[config.mk]
export PLATFORM = sky130hd
export DESIGN_NAME = combining_tree_barrier
export DESIGN_NICKNAME = d
export VERILOG_FILES = /design/src/hw/rtl/ctb_pkg.sv /design/src/hw/rtl/ctb_ctrl.sv /design/src/hw/rtl/ctb_datapath.sv /design/src/hw/rtl/combining_tree_barrier.sv
export SDC_FILE = /design/constraint.sdc
export NUM_CORES = 1
export LEC_CHECK = 0
export CAP_MARGIN = 30
export CORE_UTILIZATION = 55
export CTS_CLUSTER_SIZE = 28
export DETAILED_ROUTE_END_ITERATION = 12
export DONT_BUFFER_PORTS = 1
export GPL_TIMING_DRIVEN = 0
export PLACE_DENSITY = 0.74
export SLEW_MARGIN = 10
export SYNTH_ARGS = -nofsm -noshare
export SYNTH_HDL_FRONTEND = slang
export SYNTH_HIERARCHICAL = 1
export SYNTH_SLANG_ARGS = --single-unit
[constraint.sdc]
create_clock -name aclk -period 3.2 [get_ports aclk]
set_input_delay 0.64 -clock aclk [delete_from_list [all_inputs] [get_ports aclk]]
set_output_delay 0.64 -clock aclk [all_outputs]
set_load 0.02 [all_outputs]
[src/hw/rtl/ctb_pkg.sv]
// shared types and constants for the combining tree barrier
// no dependencies; imported by ctb_ctrl, ctb_datapath and the top level
package ctb_pkg;

    localparam int TC_W  = 5;   // thread count register width
    localparam int TID_W = 4;   // thread id field width
    localparam int CNT_W = 2;   // node count width

    localparam logic [TC_W-1:0]  TC_RESET    = 5'd16;
    localparam logic [TC_W-1:0]  MIN_THREADS = 5'd2;
    localparam logic [CNT_W-1:0] FANIN_TWO   = 2'd2;
    localparam logic [CNT_W-1:0] FANIN_ONE   = 2'd1;

    typedef enum logic [4:0] {
        ST_IDLE   = 5'b00001,
        ST_CHECK  = 5'b00010,
        ST_UPDATE = 5'b00100,
        ST_READ   = 5'b01000,
        ST_POST   = 5'b10000
    } ctb_state_t;

    // controller to datapath
    typedef struct packed {
        logic capture;  // latch the incoming thread id
        logic check;    // range and repeat check, read the leaf count
        logic update;   // decrement the node in hand
        logic read;     // read the count of the node in hand
        logic load;     // move the result into the output register
    } ctb_cmd_t;

    // datapath to controller
    typedef struct packed {
        logic err;      // arrival refused
        logic climb;    // count hit zero below the root
        logic out_free; // output register can take a word
    } ctb_sts_t;

endpackage

[src/hw/rtl/ctb_ctrl.sv]
// sequencing state machine for the combining tree barrier
// depends on ctb_pkg; drives the ctb_datapath command struct
module ctb_ctrl
    import ctb_pkg::*;
(
    input  logic     aclk,
    input  logic     aresetn,
    input  logic     s_valid,
    output logic     s_ready,
    input  ctb_sts_t sts,
    output ctb_cmd_t cmd
);

    ctb_state_t state_reg;
    ctb_state_t state_next;

    always_ff @(posedge aclk) begin
        if (!aresetn) begin
            state_reg <= ST_IDLE;
        end else begin
            state_reg <= state_next;
        end
    end

    always_comb begin
        state_next = state_reg;
        cmd        = '0;
        s_ready    = 1'b0;
        case (state_reg)
            ST_IDLE: begin
                s_ready     = aresetn;
                cmd.capture = s_valid;
                if (s_valid) begin
                    state_next = ST_CHECK;
                end
            end
            ST_CHECK: begin
                cmd.check  = 1'b1;
                state_next = sts.err ? ST_POST : ST_UPDATE;
            end
            ST_UPDATE: begin
                cmd.update = 1'b1;
                state_next = sts.climb ? ST_READ : ST_POST;
            end
            ST_READ: begin
                cmd.read   = 1'b1;
                state_next = ST_UPDATE;
            end
            ST_POST: begin
                cmd.load = sts.out_free;
                if (sts.out_free) begin
                    state_next = ST_IDLE;
                end
            end
            default: begin
                state_next = ST_IDLE;
            end
        endcase
    end

endmodule

[src/hw/rtl/ctb_datapath.sv]
// tree state, node count memory and output register of the barrier
// depends on ctb_pkg; sequenced by ctb_ctrl
module ctb_datapath
    import ctb_pkg::*;
#(
    parameter int MAX_THREADS = 16
) (
    input  logic             aclk,
    input  logic             aresetn,
    input  logic             cfg_wr_en,
    input  logic [TC_W-1:0]  cfg_wr_data,
    input  logic [TID_W-1:0] s_thread_id,
    input  ctb_cmd_t         cmd,
    output ctb_sts_t         sts,
    input  logic             m_ready,
    output logic             m_valid,
    output logic             m_release_res,
    output logic             m_episode_sense,
    output logic             m_arrival_error
);

    localparam int AW    = $clog2(MAX_THREADS);
    localparam int NODES = (1 << AW) - 1;
    localparam int NW    = $clog2(MAX_THREADS + 1);
    localparam int CMPW  = (NW > TC_W) ? NW : TC_W;

    // thread count saturated into 2..MAX_THREADS
    function automatic logic [NW-1:0] eff_threads(input logic [TC_W-1:0] tc);
        logic [CMPW-1:0] v;
        v = CMPW'(tc);
        if (v < CMPW'(MIN_THREADS)) begin
            v = CMPW'(MIN_THREADS);
        end else if (v > CMPW'(MAX_THREADS)) begin
            v = CMPW'(MAX_THREADS);
        end
        return NW'(v);
    endfunction

    // leaves-1 of the smallest power-of-two tree covering n threads
    function automatic logic [AW-1:0] leaf_mask(input logic [NW-1:0] n);
        logic [AW-1:0] m;
        m = '0;
        for (int k = 1; k <= AW; k++) begin
            if (n > (NW'(1) << (k - 1))) begin
                m = AW'((32'd1 << (k - 1)) - 32'd1);
            end
        end
        return m;
    endfunction

    function automatic logic [CNT_W-1:0] fan_in(input logic [AW-1:0] idx,
                                                input logic [NW-1:0] n);
        return (NW'(idx) < (n - NW'(1))) ? FANIN_TWO : FANIN_ONE;
    endfunction

    logic [TID_W-1:0]     tid_reg;
    logic [NW-1:0]        n_reg;
    logic [AW-1:0]        lmask_reg;
    logic [AW-1:0]        node_reg;
    logic [MAX_THREADS-1:0] arrived_reg;
    logic [NODES-1:0]     node_valid_reg;
    logic [NODES-1:0]     lock_sense_reg;
    logic [CNT_W-1:0]     node_count_mem [NODES];
    logic [CNT_W-1:0]     rd_data_reg;
    logic                 res_release_reg;
    logic                 res_sense_reg;
    logic                 res_error_reg;
    logic                 m_valid_reg;
    logic                 m_release_reg;
    logic                 m_sense_reg;
    logic                 m_error_reg;

    logic [NW-1:0]        cfg_n;
    logic [AW-1:0]        tid_a;
    logic                 out_of_range;
    logic                 arr_hit;
    logic [AW-1:0]        leaf;
    logic [AW-1:0]        rd_addr;
    logic                 rd_en;
    logic [CNT_W-1:0]     cur_cnt;
    logic [CNT_W-1:0]     new_cnt;
    logic                 at_root;
    logic [AW-1:0]        parent;
    logic                 release_now;
    logic                 mem_wr;

    assign cfg_n        = eff_threads(cfg_wr_data);
    assign tid_a        = AW'(tid_reg);
    assign out_of_range = CMPW'(tid_reg) >= CMPW'(n_reg);
    assign arr_hit      = out_of_range ? 1'b1 : arrived_reg[tid_a];
    assign leaf         = lmask_reg + (tid_a & lmask_reg);
    assign rd_addr      = cmd.check ? leaf : node_reg;
    assign rd_en        = cmd.check | cmd.read;

    // untouched nodes read as their fan-in
    assign cur_cnt  = node_valid_reg[node_reg] ? rd_data_reg : fan_in(node_reg, n_reg);
    assign new_cnt  = (cur_cnt != '0) ? (cur_cnt - CNT_W'(1)) : '0;
    assign at_root  = (node_reg == '0);
    assign parent   = (node_reg - AW'(1)) >> 1;

    assign release_now = cmd.update & (new_cnt == '0) & at_root;
    assign mem_wr      = cmd.update & ~release_now;

    assign sts.err      = arr_hit;
    assign sts.climb    = (new_cnt == '0) & ~at_root;
    assign sts.out_free = ~m_valid_reg | m_ready;

    // node count memory
    always_ff @(posedge aclk) begin
        if (rd_en) begin
            rd_data_reg <= node_count_mem[rd_addr];
        end
        if (mem_wr) begin
            node_count_mem[node_reg] <= new_cnt;
        end
    end

    always_ff @(posedge aclk) begin
        if (!aresetn) begin
            n_reg          <= eff_threads(TC_RESET);
            lmask_reg      <= leaf_mask(eff_threads(TC_RESET));
            arrived_reg    <= '0;
            node_valid_reg <= '0;
            lock_sense_reg <= '0;
            m_valid_reg    <= 1'b0;
        end else begin
            if (cfg_wr_en) begin
                n_reg          <= cfg_n;
                lmask_reg      <= leaf_mask(cfg_n);
                arrived_reg    <= '0;
                node_valid_reg <= '0;
                lock_sense_reg <= '0;
            end else if (release_now) begin
                arrived_reg    <= '0;
                node_valid_reg <= '0;
                lock_sense_reg <= {NODES{~lock_sense_reg[0]}};
            end else begin
                if (cmd.check && !arr_hit) begin
                    arrived_reg[tid_a] <= 1'b1;
                end
                if (mem_wr) begin
                    node_valid_reg[node_reg] <= 1'b1;
                end
            end
            if (cmd.load) begin
                m_valid_reg <= 1'b1;
            end else if (m_ready) begin
                m_valid_reg <= 1'b0;
            end
        end
    end

    always_ff @(posedge aclk) begin
        if (cmd.capture) begin
            tid_reg <= s_thread_id;
        end
        if (cmd.check) begin
            if (arr_hit) begin
                res_release_reg <= 1'b0;
                res_sense_reg   <= 1'b0;
                res_error_reg   <= 1'b1;
            end else begin
                node_reg <= leaf;
            end
        end
        if (cmd.update) begin
            if (sts.climb) begin
                node_reg <= parent;
            end else begin
                res_release_reg <= release_now;
                res_sense_reg   <= release_now & ~lock_sense_reg[0];
                res_error_reg   <= 1'b0;
            end
        end
        if (cmd.load) begin
            m_release_reg <= res_release_reg;
            m_sense_reg   <= res_sense_reg;
            m_error_reg   <= res_error_reg;
        end
    end

    assign m_valid         = m_valid_reg;
    assign m_release_res   = m_release_reg;
    assign m_episode_sense = m_sense_reg;
    assign m_arrival_error = m_error_reg;

endmodule

[src/hw/rtl/combining_tree_barrier.sv]
// combining tree barrier, top level: ctb_ctrl sequences ctb_datapath
// an accepted arrival is checked, updated at its leaf and up the tree, then posted;
//   a refused arrival goes straight to post; each level climbed (0 .. log2(MAX_THREADS)-1)
//   is a memory read then update; one arrival at a time: the next is taken once posted
// a finished word waits in the output register while the next arrival is taken
// reset (aresetn low, synchronous): 16 threads, all nodes at fan-in, sense 0, no arrivals
module combining_tree_barrier
    import ctb_pkg::*;
#(
    parameter int MAX_THREADS = 16
) (
    input  logic             aclk,
    input  logic             aresetn,
    // thread count register, write only
    input  logic             cfg_wr_en,
    input  logic [TC_W-1:0]  cfg_wr_data,
    // arrival words
    input  logic             s_valid,
    output logic             s_ready,
    input  logic [TID_W-1:0] s_thread_id,
    // result words
    output logic             m_valid,
    input  logic             m_ready,
    output logic             m_release_res,
    output logic             m_episode_sense,
    output logic             m_arrival_error
);

    // command and status between the sequencer and the tree datapath
    ctb_cmd_t cmd;
    ctb_sts_t sts;

    // sequencer: idle, check, then update / read pairs up the tree, then post
    ctb_ctrl u_ctrl (
        .aclk    (aclk),
        .aresetn (aresetn),
        .s_valid (s_valid),
        .s_ready (s_ready),
        .sts     (sts),
        .cmd     (cmd)
    );

    // datapath: arrived flags, node count memory with valid bits, lock sense,
    // and the output register that decouples the result side
    ctb_datapath #(
        .MAX_THREADS (MAX_THREADS)
    ) u_dp (
        .aclk            (aclk),
        .aresetn         (aresetn),
        .cfg_wr_en       (cfg_wr_en),
        .cfg_wr_data     (cfg_wr_data),
        .s_thread_id     (s_thread_id),
        .cmd             (cmd),
        .sts             (sts),
        .m_ready         (m_ready),
        .m_valid         (m_valid),
        .m_release_res   (m_release_res),
        .m_episode_sense (m_episode_sense),
        .m_arrival_error (m_arrival_error)
    );

`ifndef SYNTH
    // an update always works on count data read the cycle before
    a_update_after_read: assert property (@(posedge aclk) disable iff (!aresetn)
        cmd.update |-> $past(cmd.check || cmd.read))
        else $error("node update without a preceding count read");

    // an accepted arrival goes straight to its check
    a_accept_then_check: assert property (@(posedge aclk) disable iff (!aresetn)
        (s_valid && s_ready) |=> cmd.check)
        else $error("accepted arrival not checked");

    // a posted result shows up on the result side
    a_load_then_valid: assert property (@(posedge aclk) disable iff (!aresetn)
        cmd.load |=> m_valid)
        else $error("posted result not presented");
`endif

endmodule
==> flow_summary.json <==
{
  "yosysTopAreaCellShare": 0.263,
  "cp_max_fo": 7,
  "tritoncts": "built",
  "synth_top_family_by_area": "simple AND/OR/NAND/NOR gates",
  "final_util": 0.618,
  "grt_overflow": 0,
  "powerDensity_mw_per_mm2": 588,
  "leading_cell_type_in_the_layout_fill_and_taps_excluded": "dfxtp_1",
  "timing.hold.ws_ns": 0.337,
  "outcome": "complete, no violations",
  "fp.coreArea_mm2": 0.00777,
  "slew-limit-headroom": 0.494,
  "fmaxAchievable_mhz": 325,
  "timing.clock.skew_ns": 0.0134,
  "cell_internal_pwr_w": 0.00196,
  "wl_mm": 8.46,
  "placedInstanceArea_mm2": 0.00458,
  "nNetsFinal": 423,
  "post-route-min-period_ns": 3.08,
  "post_synth_xor_area_fraction": 0.0138,
  "crit_path_end_kind": "register",
  "p_switching_w": 0.000864,
  "floorplan.initialDensity": 0.573,
  "post_synth_fa_ha_maj_area_fraction": 0.0366,
  "route.detailed.wl_per_inst_um": 16.8,
  "ys.flop_type": "dfxtp_1",
  "yosys_register_bits": 92,
  "grt_util_all_layers": 0.216,
  "static-leakage-power_nw": 1.83,
  "clockBufferDepth": 2,
  "seq_area_frac_synth": 0.502,
  "vias_in_the_first_global_route": 2865,
  "grt_antenna_before_repair": 0,
  "fin_area_mm2": 0.00480,
  "stdcell_count": 503,
  "gp_congestion": 0.886,
  "worst_ep_required_time_ns": 3.52,
  "most-common-layout-cells": "dfxtp_1 (52), edfxtp_1 (39), o21a_1 (31), mux2i_1 (22), nor2_1 (19)",
  "number_of_endpoints_with_negative_hold_slack_in_the_final_report": 0,
  "placed_cells": 485,
  "drt-vias-per-instance": 5.75,
  "die_area_mm2": 0.00845,
  "synth-edff-count": 39,
  "tritoncts.num_buffers": 9,
  "ys_warn_count": 6,
  "die_height_um": 91.9,
  "clkSlewWorstSetupHoldPaths_ns": 0.09,
  "grt_pass1_wl_mm": 14.0,
  "worst-setup-path-type": "register to register",
  "worst-endpoint-arrival_ns": 3.40,
  "detailed_place_hpwl_mm": 6.35,
  "rsz_0062_raised_after_global_routing": "true",
  "finalSetupViolations": 0,
  "die_x_um": 91.9,
  "cts-root-buf": "clkbuf_8",
  "postSynthAreaPerCell_um2": 11.6,
  "synthesis.area_mm2": 0.00445,
  "placement.io_buffers": 0,
  "n_antenna_cell": 0,
  "timing.hold.worst.class": "input pin to register",
  "worst_slack_ns": 0.120,
  "area_growth_pct": 7.90,
  "vdd.ir_drop.worst_uv": 413,
  "synthesis.instances": 383,
  "switching_share": 0.306,
  "drv.max_cap_violation_count": 0,
  "h-tree-depth": 3,
  "synth.net_count": 410,
  "drc_errors": 0,
  "clock_power_share": 0.273,
  "detailedRoute.firstIterationViolations": 131,
  "grt_start_max_net_pins": 17,
  "placementRows": 32,
  "drt-pass1-iter-count": 4,
  "timing.final.crit_share": 0.963,
  "p_seq_frac": 0.474,
  "io_pins": 19,
  "report.final.slew_viol_count": 0,
  "number_of_flip_flops_in_the_largest_register": 30,
  "clk-insertion-delay-late_ns": 0.37,
  "drive_above_1_share": 0.152,
  "start_kind": "register",
  "routed-via-count": 2894,
  "detail-route-antenna-nets": 0,
  "dp_slack_ns": -0.0743,
  "synth_top_area_cell": "edfxtp_1",
  "synth-compound-area-share": 0.132,
  "async_reset_ff_frac": 0,
  "synthSimpleGateAreaFrac": 0.154,
  "combinationalPowerShare": 0.253,
  "portion_of_netlist_area_occupied_by_mux_cells": 0.113,
  "synth.area.top_cells": "edfxtp_1 (26%), dfxtp_1 (24%), o21a_1 (5.2%), mux2i_1 (5.2%), mux4_2 (5.1%)",
  "max_slew.worst_pin.slew_ns": 0.737,
  "yosys.cell_types.count": 61,
  "tritoncts_num_sinks": 92
}
[worst max-delay path, cell delays in order, from the launching register on]
cell and delay (ns):
dfxtp_1 0.37, inv_1 0.08, ha_1 0.20, xnor2_1 0.13
ha_1 0.27, o21ai_0 0.14, a21oi_1 0.06, o21ai_1 0.19
or3b_1 0.39, buf_6 0.15, and3_2 0.21, or3b_1 0.37
a2111oi_2 0.33, o21a_1 0.14
[final timing paths]
path                                                  from                               end  slack, ns  depth (start not counted)
worst min register to register  u_dp/res_error_reg$_DFF_P_    u_dp/m_arrival_error$_DFFE_PP_       0.44                          0
worst max-delay path            u_dp/n_reg[1]$_SDFFE_PN0P_  u_ctrl/state_reg[4]$_SDFFE_PN0P_       0.12                         13
worst min-delay path                               aresetn        u_dp/n_reg[4]$_SDFFE_PN1P_       0.34                          1
worst max register to register  u_dp/n_reg[1]$_SDFFE_PN0P_  u_ctrl/state_reg[4]$_SDFFE_PN0P_       0.12                         13
[power by group through the flow]
stage          Sequential [W]  Clock, W  Combinational (W)
5_1_grt               0.00134  0.000827           0.000782
3_5_place_dp          0.00136         0           0.000688
6_report              0.00134  0.000770           0.000714
3_3_place_gp          0.00136         0           0.000674
4_1_cts               0.00134  0.000788           0.000700
2_1_floorplan         0.00135         0           0.000531
[metrics by stage]
stage                     power [W]  setup TNS (ns)
final                       0.00282               0
after global routing        0.00295         -0.0463
after global placement      0.00204         -0.0717
after floorplan             0.00188               0
after CTS                   0.00282               0
after detailed placement    0.00205          -0.119
[per-layer routing]
| layer | up-vias | global-route usage | part of all wire | wire [um] |
|---|---|---|---|---|
| met5 | - | 0 | 0 | 0 |
| met4 | 0 | 0.0977 | 0.022 | 182 |
| met3 | 15 | 0.0274 | 0.030 | 257 |
| met2 | 49 | 0.368 | 0.49 | 4110 |
| met1 | 1383 | 0.276 | 0.46 | 3910 |
| li1 | 1447 | - | - | - |
[synthesized netlist by cell type (all sizes together), types with 11 or more instances]
library cell,n
edfxtp,39
dfxtp,53
a21oi,13
inv,16
nor3,14
nand2,13
buf,11
ha,13
mux2i,23
and3,12
nor2,19
o21a,31
[area by class of cell]
class | instances | area (um^2)
fillers | 649 | 2970
flip-flops and latches | 92 | 2230
multi-input cells | 255 | 2010
plain buffers | 20 | 158
well taps | 102 | 128
clock buffers | 9 | 124
clock inverters | 7 | 72.6
inverters | 16 | 60.1
repair buffers | 2 | 15.0
[kinds of logic (layout without fill, tap and decap cells)]
| family | Yosys count | after routing |
|---|---|---|
| AND/OR/NAND/NOR | 118 | 118 |
| flip-flops | 92 | 92 |
| AO/OA/AOI/OAI | 80 | 80 |
| multiplexers | 37 | 37 |
| buffers and inverters | 36 | 54 |
| adder cells (fa/ha/maj) | 13 | 13 |
| XOR/XNOR | 7 | 7 |
[repair_timing]
action,4_1_cts,5_1_grt
pin swaps,0,1
setup endpoints to repair,2,3
hold buffers,0,0
resized for setup,2,2
buffers inserted,0,1
(Power assumes the default switching activity.)
